[src/rtl/block_pool_mailbox_manager_unit_macros.svh]
// Assertion macros for the block pool mailbox manager.
// Taken in by the files that assert; needs nothing else.
`ifndef BLOCK_POOL_MAILBOX_MANAGER_UNIT_MACROS_SVH
`define BLOCK_POOL_MAILBOX_MANAGER_UNIT_MACROS_SVH

// Check a condition at every clock edge outside reset.
`define BPM_ASSERT_HOLDS(lbl, clk, rst_n, expr, msg) \
    lbl: assert property (@(posedge clk) disable iff (!rst_n) (expr)) else $error(msg);

// Check that a condition in one cycle is followed by another in the next.
`define BPM_ASSERT_NEXT(lbl, clk, rst_n, ante, cons, msg) \
    lbl: assert property (@(posedge clk) disable iff (!rst_n) (ante) |=> (cons)) else $error(msg);

`endif

[src/rtl/bpm_pkg.sv]
// Shared types and constants of the block pool mailbox manager.
// No dependencies.
package bpm_pkg;

    localparam int BPM_BLOCK_COUNT_DEF = 16;
    localparam int BPM_BLOCK_SIZE_DEF  = 4096;

    // Fixed widths of the word fields
    localparam int REQ_W     = 16;
    localparam int IDX_W     = 4;
    localparam int AMT_OUT_W = 13;

    typedef enum logic {
        REQ_WRITE = 1'b0,
        REQ_READ  = 1'b1
    } t_req_type;

    // Controller to datapath
    typedef struct packed {
        logic clear_step;
        logic accept;
        logic exec;
    } t_bpm_cmd;

    // Datapath to controller
    typedef struct packed {
        logic clear_done;
        logic out_free;
    } t_bpm_sts;

endpackage

[src/rtl/bpm_channels.sv]
// Request and response channel interfaces of the block pool mailbox manager.
// Depends on bpm_pkg.
interface bpm_req_if import bpm_pkg::*; ();
    logic                 valid;
    logic                 ready;
    t_req_type            req_type;
    logic [REQ_W-1:0]     request_amount;
    logic [REQ_W-1:0]     reader_capacity;

    modport source (output valid, output req_type, output request_amount,
                    output reader_capacity, input ready);
    modport sink   (input valid, input req_type, input request_amount,
                    input reader_capacity, output ready);
endinterface

interface bpm_rsp_if import bpm_pkg::*; ();
    logic                 valid;
    logic                 ready;
    logic                 ok;
    logic [IDX_W-1:0]     block_index;
    logic [AMT_OUT_W-1:0] amount_out;

    modport source (output valid, output ok, output block_index, output amount_out,
                    input ready);
    modport sink   (input valid, input ok, input block_index, input amount_out,
                    output ready);
endinterface

[src/rtl/bpm_ctrl.sv]
// Controller of the block pool mailbox manager: link clear, accept, execute.
// Depends on bpm_pkg and the assertion macros header.
`include "block_pool_mailbox_manager_unit_macros.svh"

module bpm_ctrl import bpm_pkg::*; (
    input  logic     i_clk,
    input  logic     i_rst_n,
    input  logic     i_in_valid,
    output logic     o_in_ready,
    output t_bpm_cmd o_cmd,
    input  t_bpm_sts i_sts
);

    typedef enum logic [2:0] {
        ST_CLEAR = 3'b001,
        ST_IDLE  = 3'b010,
        ST_EXEC  = 3'b100
    } t_state;

    t_state r_state;
    t_state n_state;

    assign o_in_ready = (r_state == ST_IDLE) && i_sts.out_free;

    always_comb begin
        n_state          = r_state;
        o_cmd.clear_step = 1'b0;
        o_cmd.accept     = 1'b0;
        o_cmd.exec       = 1'b0;
        unique case (r_state)
            ST_CLEAR: begin
                o_cmd.clear_step = 1'b1;
                if (i_sts.clear_done) begin
                    n_state = ST_IDLE;
                end
            end
            ST_IDLE: begin
                if (i_in_valid && i_sts.out_free) begin
                    o_cmd.accept = 1'b1;
                    n_state      = ST_EXEC;
                end
            end
            ST_EXEC: begin
                o_cmd.exec = 1'b1;
                n_state    = ST_IDLE;
            end
            default: begin
                n_state = ST_CLEAR;
            end
        endcase
    end

    always_ff @(posedge i_clk) begin
        if (!i_rst_n) begin
            r_state <= ST_CLEAR;
        end else begin
            r_state <= n_state;
        end
    end

    `BPM_ASSERT_NEXT(a_accept_then_exec, i_clk, i_rst_n, o_cmd.accept, o_cmd.exec, "accept not followed by execute")
    `BPM_ASSERT_HOLDS(a_no_accept_in_clear, i_clk, i_rst_n, !(o_cmd.accept && o_cmd.clear_step), "accept during link clear")
    `BPM_ASSERT_NEXT(a_exec_once, i_clk, i_rst_n, o_cmd.exec, !o_cmd.exec, "execute held two cycles")

endmodule

[src/rtl/bpm_dpath.sv]
// Datapath of the block pool mailbox manager: list heads, link and amount
// memories, result register. Depends on bpm_pkg and the assertion macros header.
`include "block_pool_mailbox_manager_unit_macros.svh"

module bpm_dpath import bpm_pkg::*; #(
    parameter int BLOCK_COUNT = BPM_BLOCK_COUNT_DEF,
    parameter int BLOCK_SIZE  = BPM_BLOCK_SIZE_DEF
) (
    input  logic                 i_clk,
    input  logic                 i_rst_n,
    input  t_bpm_cmd             i_cmd,
    output t_bpm_sts             o_sts,
    input  t_req_type            i_req_type,
    input  logic [REQ_W-1:0]     i_request_amount,
    input  logic [REQ_W-1:0]     i_reader_capacity,
    output logic                 o_out_valid,
    input  logic                 i_out_ready,
    output logic                 o_ok,
    output logic [IDX_W-1:0]     o_block_index,
    output logic [AMT_OUT_W-1:0] o_amount_out
);

    localparam int LW = $clog2(BLOCK_COUNT + 1);
    localparam int IW = $clog2(BLOCK_COUNT);
    localparam int AW = $clog2(BLOCK_SIZE + 1);
    localparam logic [LW-1:0]    NULL_LINK = LW'(BLOCK_COUNT);
    localparam logic [IW-1:0]    LAST_IDX  = IW'(BLOCK_COUNT - 1);
    localparam logic [REQ_W-1:0] SIZE_CAP  = REQ_W'(BLOCK_SIZE);

    logic [LW-1:0] r_link_mem [BLOCK_COUNT];
    logic [AW-1:0] r_amt_mem  [BLOCK_COUNT];

    logic [LW-1:0] r_free_head, n_free_head;
    logic [LW-1:0] r_queue_head, n_queue_head;
    logic [LW-1:0] r_queue_tail, n_queue_tail;
    logic [IW-1:0] r_clr_cnt;

    t_req_type        r_req_type;
    logic [REQ_W-1:0] r_req_amount;
    logic [REQ_W-1:0] r_req_cap;
    logic [LW-1:0]    r_link_rd;
    logic [AW-1:0]    r_amt_rd;

    logic                 r_out_valid;
    logic                 r_ok, n_ok;
    logic [IDX_W-1:0]     r_idx, n_idx;
    logic [AMT_OUT_W-1:0] r_amt, n_amt;

    logic             free_ok, queue_ok, tail_ok, rd_ok, is_rd, wr_go, rd_go;
    logic [LW-1:0]    rd_ptr;
    logic [REQ_W-1:0] clip, stored, deliver;
    logic             lk_we;
    logic [IW-1:0]    lk_addr;
    logic [LW-1:0]    lk_data;

    assign free_ok  = r_free_head < NULL_LINK;
    assign queue_ok = r_queue_head < NULL_LINK;
    assign tail_ok  = r_queue_tail < NULL_LINK;
    assign rd_ptr   = (i_req_type == REQ_READ) ? r_queue_head : r_free_head;
    assign rd_ok    = rd_ptr < NULL_LINK;
    assign is_rd    = (r_req_type == REQ_READ);
    assign wr_go    = i_cmd.exec && !is_rd && free_ok;
    assign rd_go    = i_cmd.exec && is_rd && queue_ok;

    assign clip    = (r_req_amount < SIZE_CAP) ? r_req_amount : SIZE_CAP;
    assign stored  = REQ_W'(r_amt_rd);
    assign deliver = (stored < r_req_cap) ? stored : r_req_cap;

    // One link write a cycle: clear sweep, tail append, or push to free stack
    always_comb begin
        lk_we   = 1'b0;
        lk_addr = r_clr_cnt;
        lk_data = LW'(r_clr_cnt) + LW'(1);
        priority if (i_cmd.clear_step) begin
            lk_we = 1'b1;
        end else if (wr_go && tail_ok) begin
            lk_we   = 1'b1;
            lk_addr = r_queue_tail[IW-1:0];
            lk_data = r_free_head;
        end else if (rd_go) begin
            lk_we   = 1'b1;
            lk_addr = r_queue_head[IW-1:0];
            lk_data = r_free_head;
        end else begin
            lk_we = 1'b0;
        end
    end

    always_comb begin
        n_free_head  = r_free_head;
        n_queue_head = r_queue_head;
        n_queue_tail = r_queue_tail;
        n_ok         = 1'b0;
        n_idx        = '0;
        n_amt        = '0;
        if (wr_go) begin
            n_free_head  = r_link_rd;
            n_queue_tail = r_free_head;
            if (!queue_ok) begin
                n_queue_head = r_free_head;
            end
            n_ok  = 1'b1;
            n_idx = IDX_W'(r_free_head);
            n_amt = AMT_OUT_W'(clip);
        end else if (rd_go) begin
            // The tail's link is never followed: the list ends there
            if (r_queue_head == r_queue_tail) begin
                n_queue_head = NULL_LINK;
                n_queue_tail = NULL_LINK;
            end else begin
                n_queue_head = r_link_rd;
            end
            n_free_head = r_queue_head;
            n_ok        = 1'b1;
            n_idx       = IDX_W'(r_queue_head);
            n_amt       = AMT_OUT_W'(deliver);
        end
    end

    always_ff @(posedge i_clk) begin
        if (lk_we) begin
            r_link_mem[lk_addr] <= lk_data;
        end
        if (i_cmd.accept && rd_ok) begin
            r_link_rd <= r_link_mem[rd_ptr[IW-1:0]];
        end
    end

    always_ff @(posedge i_clk) begin
        if (wr_go) begin
            r_amt_mem[r_free_head[IW-1:0]] <= AW'(clip);
        end
        if (i_cmd.accept && rd_ok && (i_req_type == REQ_READ)) begin
            r_amt_rd <= r_amt_mem[rd_ptr[IW-1:0]];
        end
    end

    always_ff @(posedge i_clk) begin
        if (i_cmd.accept) begin
            r_req_type   <= i_req_type;
            r_req_amount <= i_request_amount;
            r_req_cap    <= i_reader_capacity;
        end
        if (i_cmd.exec) begin
            r_ok  <= n_ok;
            r_idx <= n_idx;
            r_amt <= n_amt;
        end
    end

    always_ff @(posedge i_clk) begin
        if (!i_rst_n) begin
            r_free_head  <= '0;
            r_queue_head <= NULL_LINK;
            r_queue_tail <= NULL_LINK;
            r_clr_cnt    <= '0;
            r_out_valid  <= 1'b0;
        end else begin
            r_free_head  <= n_free_head;
            r_queue_head <= n_queue_head;
            r_queue_tail <= n_queue_tail;
            if (i_cmd.clear_step && (r_clr_cnt != LAST_IDX)) begin
                r_clr_cnt <= r_clr_cnt + IW'(1);
            end
            if (i_cmd.exec) begin
                r_out_valid <= 1'b1;
            end else if (i_out_ready) begin
                r_out_valid <= 1'b0;
            end
        end
    end

    assign o_sts.clear_done = (r_clr_cnt == LAST_IDX);
    assign o_sts.out_free   = !r_out_valid || i_out_ready;
    assign o_out_valid      = r_out_valid;
    assign o_ok             = r_ok;
    assign o_block_index    = r_idx;
    assign o_amount_out     = r_amt;

    `BPM_ASSERT_HOLDS(a_exec_slot_free, i_clk, i_rst_n, !(i_cmd.exec && r_out_valid), "result register overwritten")
    `BPM_ASSERT_HOLDS(a_queue_ends_agree, i_clk, i_rst_n, queue_ok == tail_ok, "queue head and tail disagree on empty")
    `BPM_ASSERT_HOLDS(a_lists_disjoint, i_clk, i_rst_n, !(free_ok && queue_ok && (r_free_head == r_queue_head)), "block on both lists")

endmodule

[src/rtl/block_pool_mailbox_manager_unit.sv]
// Top level of the block pool mailbox manager: controller plus datapath.
// Depends on bpm_pkg, bpm_channels, bpm_ctrl and bpm_dpath.
//
//   channel  | dir | word                                         | handshake
//   ---------+-----+----------------------------------------------+-------------
//   i_req    | in  | req_type, request_amount, reader_capacity    | valid/ready
//   o_rsp    | out | ok, block_index, amount_out                  | valid/ready
//
// A request's accept cycle reads the link memory, and for a read the amount
// memory, at the list head; the next cycle updates the heads, writes back at
// most one link entry and, for a write, one amount entry, and loads the result
// register. After reset a sweep over every entry chains the link memory into
// the free stack; no request is taken until it ends.
// A waiting result does not stall the next accept once it is taken in the
// same cycle; while o_rsp stays stalled, i_req is held off.
module block_pool_mailbox_manager_unit import bpm_pkg::*; #(
    parameter int BLOCK_COUNT = BPM_BLOCK_COUNT_DEF,
    parameter int BLOCK_SIZE  = BPM_BLOCK_SIZE_DEF
) (
    input  logic       i_clk,
    input  logic       i_rst_n,
    bpm_req_if.sink    i_req,
    bpm_rsp_if.source  o_rsp
);

    // Command and status between the two halves
    t_bpm_cmd cmd;
    t_bpm_sts sts;

    // Sequence the clear sweep, the accept and the execute cycle
    bpm_ctrl u_ctrl (
        .i_clk      (i_clk),
        .i_rst_n    (i_rst_n),
        .i_in_valid (i_req.valid),
        .o_in_ready (i_req.ready),
        .o_cmd      (cmd),
        .i_sts      (sts)
    );

    // Hold the lists, the block memories and the result word
    bpm_dpath #(
        .BLOCK_COUNT (BLOCK_COUNT),
        .BLOCK_SIZE  (BLOCK_SIZE)
    ) u_dpath (
        .i_clk             (i_clk),
        .i_rst_n           (i_rst_n),
        .i_cmd             (cmd),
        .o_sts             (sts),
        .i_req_type        (i_req.req_type),
        .i_request_amount  (i_req.request_amount),
        .i_reader_capacity (i_req.reader_capacity),
        .o_out_valid       (o_rsp.valid),
        .i_out_ready       (o_rsp.ready),
        .o_ok              (o_rsp.ok),
        .o_block_index     (o_rsp.block_index),
        .o_amount_out      (o_rsp.amount_out)
    );

endmodule

[src/flat_wrapper.sv]
// flat-port wrapper written by rule: the top's interface ports become plain ports
module block_pool_mailbox_manager_unit_flat import bpm_pkg::*;
#(
    parameter int BLOCK_COUNT = BPM_BLOCK_COUNT_DEF,
    parameter int BLOCK_SIZE  = BPM_BLOCK_SIZE_DEF
)
  (i_clk, i_rst_n, i_req_valid, i_req_req_type, i_req_request_amount, i_req_reader_capacity, i_req_ready, o_rsp_valid, o_rsp_ok, o_rsp_block_index, o_rsp_amount_out, o_rsp_ready);
  bpm_req_if i_req_i ();
  bpm_rsp_if o_rsp_i ();
  input  logic i_clk;
  input  logic i_rst_n;
  input wire logic [$bits(i_req_i.valid)-1:0] i_req_valid;
  input wire logic [$bits(i_req_i.req_type)-1:0] i_req_req_type;
  input wire logic [$bits(i_req_i.request_amount)-1:0] i_req_request_amount;
  input wire logic [$bits(i_req_i.reader_capacity)-1:0] i_req_reader_capacity;
  output wire logic [$bits(i_req_i.ready)-1:0] i_req_ready;
  output wire logic [$bits(o_rsp_i.valid)-1:0] o_rsp_valid;
  output wire logic [$bits(o_rsp_i.ok)-1:0] o_rsp_ok;
  output wire logic [$bits(o_rsp_i.block_index)-1:0] o_rsp_block_index;
  output wire logic [$bits(o_rsp_i.amount_out)-1:0] o_rsp_amount_out;
  input wire logic [$bits(o_rsp_i.ready)-1:0] o_rsp_ready;
  assign i_req_i.valid = i_req_valid;
  assign i_req_i.req_type = i_req_req_type;
  assign i_req_i.request_amount = i_req_request_amount;
  assign i_req_i.reader_capacity = i_req_reader_capacity;
  assign i_req_ready = i_req_i.ready;
  assign o_rsp_valid = o_rsp_i.valid;
  assign o_rsp_ok = o_rsp_i.ok;
  assign o_rsp_block_index = o_rsp_i.block_index;
  assign o_rsp_amount_out = o_rsp_i.amount_out;
  assign o_rsp_i.ready = o_rsp_ready;
  block_pool_mailbox_manager_unit #(.BLOCK_COUNT(BLOCK_COUNT), .BLOCK_SIZE(BLOCK_SIZE)) u_core (.i_clk(i_clk), .i_rst_n(i_rst_n), .i_req(i_req_i), .o_rsp(o_rsp_i));
endmodule
[config.mk]
export PLATFORM = sky130hd
export DESIGN_NAME = block_pool_mailbox_manager_unit_flat
export DESIGN_NICKNAME = d
export VERILOG_FILES = /design/src/rtl/bpm_pkg.sv /design/src/rtl/bpm_channels.sv /design/src/rtl/bpm_ctrl.sv /design/src/rtl/bpm_dpath.sv /design/src/rtl/block_pool_mailbox_manager_unit.sv /design/src/flat_wrapper.sv
export VERILOG_INCLUDE_DIRS = /design/src /design/src/rtl
export SDC_FILE = /design/constraint.sdc
export NUM_CORES = 1
export LEC_CHECK = 0
export BUFFER_PORTS_ARGS = -buffer_cell sky130_fd_sc_hd__buf_4
export CAP_MARGIN = 20
export CORE_MARGIN = 1
export CORE_UTILIZATION = 61
export DETAILED_ROUTE_END_ITERATION = 8
export PLACE_DENSITY_LB_ADDON = 0.1
export RECOVER_POWER = 100
export SLEW_MARGIN = 20
export SYNTH_ARGS = -nofsm -noshare
export SYNTH_HDL_FRONTEND = slang
export SYNTH_HIERARCHICAL = 1
export SYNTH_SLANG_ARGS = --single-unit
[constraint.sdc]
create_clock -name i_clk -period 5.2 [get_ports i_clk]
set_input_delay 0.26 -clock i_clk [delete_from_list [all_inputs] [get_ports i_clk]]
set_output_delay 0.26 -clock i_clk [all_outputs]
set_load 0.005 [all_outputs]
==> reports/results.txt <==
Outcome -> finished, violations left
Failing checks -> max-capacitance violations, max-slew violations
Cell family with most CP delay -> simple AND/OR/NAND/NOR gates
Drt initial violations -> 928
Type of the worst setup path -> flop to flop
Req. time, crit path -> 5.27 ns
Cts repair resizes -> 0
Critical Path Most Common Cell -> nand2_1
Critical Path Source Type -> flop
Yosys warning count -> 6
Final Hold Viols -> 0
Slew @ Worst Pin -> 2.78 ns
Share of the synthesized area in the top cell type -> 71.0%
Seq/Total Area, Yosys -> 74.1%
Slowest cell delay on critical path -> 2.16 ns
Largest net degree at the start of global routing -> 73
Setup TNS -> 0 ns
Post-synth EDFFs -> 357
Top_reg_cell synth -> edfxtp_1
Cts bufs inserted -> 40
Fin area -> 17500 sq um
Initial Utilization -> 62.1%
Worst-path clk slew -> 0.06 ns
GR Util All Layers -> 27.6%
Worst min path class -> primary input to flop
Power Internal -> 0.00509 W
Avg Vias per Cell -> 6.52
PD cells -> 359 nW/um^2
Vias -> 8347
Area leader, netlist -> edfxtp_1
Synth area leaders -> edfxtp_1 (71%), mux4_2 (11%), dfxtp_1 (3.1%)
Post-Syn Area -> 15100 sq um
Tcrit/Tclk final -> 79.2%
Vias in the first global route -> 8466
DR WL/cell -> 26.3 um
H-Tree Depth -> 2
Sw power -> 0.00117 W
Post-synth cell types -> 57
Root Driver -> clkbuf_16
First-pass GRT wire length -> 51200 um
Total wire length -> 33700 um
First-pass DRT Iterations -> 5
Net Sw Frac -> 18.7%
Logic pwr share -> 1.7%
Critical-path cell list -> nor2_1 > nand2_1 > inv_1 > nor3b_4 > nand2_1 > nor3_1
Post-synth ARST share -> 0%
Relative slew slack -> -86.5%
Ports -> 57
DRC Markers -> 0
Endpoints failing setup -> 0
Clock sink count -> 380
Worst path slowest cell -> nor3_1
Pleak -> 5.95 nW
Core area -> 24300 sq um
I/O Buffers -> 56
Nets -> 979
Deepest clock path buffer count -> 3
Clock power frac -> 44.9%
Pre-CTS setup slack -> 1.94 ns
Latest clock arrival within the worst-skew pair -> 0.53 ns
Worst setup EP type -> flop
Tmin final -> 4.12 ns
Crit Path Max Fanout -> 18
HPWL after DPL -> 19900 um
Max-slew violation count -> 328
VDD IR max -> 287 uV
Max Clk Rate -> 243 MHz
RSZ-0062 raised after global routing -> no
Die Width -> 159 um
Area Growth Syn to Fin -> 15.7%
Die Ht -> 159 um
Post-DP Area -> 16000 sq um
Initial antenna violation count -> 0
Worst Skew -> 0.0157 ns
# Max-Cap Violations -> 16
Buffers and inverters on the worst path -> 1
Post-Syn Instances -> 823
Seq cells post-synth -> 380
Grt ovf -> 0
CTS Hold Bufs -> 32
Antenna diodes -> 0
CTS tree -> built
Row cnt -> 57
Syn Nets -> 873
Final setup margin -> 1.08 ns
Flop pwr share -> 53.4%
Layout cells sized above 1 -> 21.3%
Final ANT Viol Nets -> 0
Fin util -> 71.8%
Syn Area/Cell -> 18.3 sq um
WP data arrival -> 4.19 ns
Post-CTS setup buffer count -> 0
Die Area -> 25400 sq um
GPL Wtd Cong -> 0.878
metrics by stage:
stage / cells / power (W) / hold slack (ns)
2_1_floorplan: 823 / 0.00344 / 0.359
3_3_place_gp: 1178 / 0.00349 / 0.440
3_5_place_dp: 1179 / 0.00349 / 0.439
4_1_cts: 1280 / 0.00631 / 0.0207
5_1_grt: 1280 / 0.00643 / 0.0498
6_report: 1280 / 0.00626 / 0.0340
cells by family after synthesis:
logic type                 synth area share [%]
adders and majority gates                  1.08
muxes                                      11.4
buffers and inverters                      1.86
AOI/OAI and AO/OA                          5.34
xor gates and xnor gates                  0.464
and+or+nand+nor                            5.74
DFF                                        74.1
placed cells by master (no fill, tap or decap), drive strengths merged, types with 15 or more instances in the layout:
cell type    count
nor2            34
inv             22
dlygate4sd3     32
a22oi           37
nand2           60
dfxtp           23
mux4            72
and2            15
clkbuf         116
edfxtp         357
metal layers:
metal	vias up	share of wire (%)	track usage (%)
li1	3536	-	-
met1	4262	40	40.0
met2	485	48	42.7
met3	64	9.9	5.97
met4	0	2.4	8.87
met5	-	0	0
path summary, 6_finish.rpt:
check | cells after the start | slack (ns) | from | endpoint
worst max-delay path | 6 | 1.08 | u_core/u_ctrl/r_state[0]$_SDFFE_PN1P_ | u_core/u_dpath/r_amt_mem[6][3]$_DFFE_PP_
worst min-delay path | 2 | 0.03 | i_rst_n | u_core/u_dpath/r_queue_head[4]$_SDFFE_PN1P_
worst max register to register | 6 | 1.08 | u_core/u_ctrl/r_state[0]$_SDFFE_PN1P_ | u_core/u_dpath/r_amt_mem[6][3]$_DFFE_PP_
worst min register to register | 2 | 0.52 | u_core/u_dpath/r_queue_tail[0]$_SDFFE_PN0P_ | u_core/u_dpath/r_queue_tail[0]$_SDFFE_PN0P_
flip-flops by register name, summed over array words and instances, names as in the netlist:
name	cells
u_core/u_ctrl/r_state	3
u_core/u_dpath/is_rd	1
u_core/u_dpath/o_amount_out	13
u_core/u_dpath/o_block_index	4
u_core/u_dpath/o_ok	1
u_core/u_dpath/o_out_valid	1
u_core/u_dpath/r_amt_mem	208
u_core/u_dpath/r_amt_rd	13
u_core/u_dpath/r_clr_cnt	4
u_core/u_dpath/r_free_head	5
u_core/u_dpath/r_link_mem	80
u_core/u_dpath/r_link_rd	5
u_core/u_dpath/r_queue_head	5
u_core/u_dpath/r_queue_tail	5
u_core/u_dpath/r_req_amount	16
u_core/u_dpath/r_req_cap	16
area by class of cell:
type                            instances  area [sq um]
Clock buffer                           52          1110
Sequential cell                       380         11200
Fill cell                            1497          6860
Tap cell                              324           405
Inverter                               21          78.8
Multi-Input combinational cell        385          3690
Timing Repair Buffer                  101           792
Clock inverter                         17           200
cell usage after synthesis, drive strengths merged, types with 13 or more instances:
cell type / instances
nand2: 60
and2: 15
buf: 20
inv: 21
ha: 13
a22oi: 37
and3: 14
dfxtp: 23
o21ai: 13
nor2: 34
edfxtp: 357
clkbuf: 17
mux4: 72
a221o: 13
power groups by stage:
stage	Sequential (W)	Combinational (W)	Clock, W
2_1_floorplan	0.00340	0.0000434	0
3_3_place_gp	0.00340	0.0000829	0
3_5_place_dp	0.00341	0.0000873	0
4_1_cts	0.00334	0.000108	0.00286
5_1_grt	0.00334	0.000114	0.00297
6_report	0.00334	0.000106	0.00281
No activity file was read; power rests on OpenSTA's default activity.
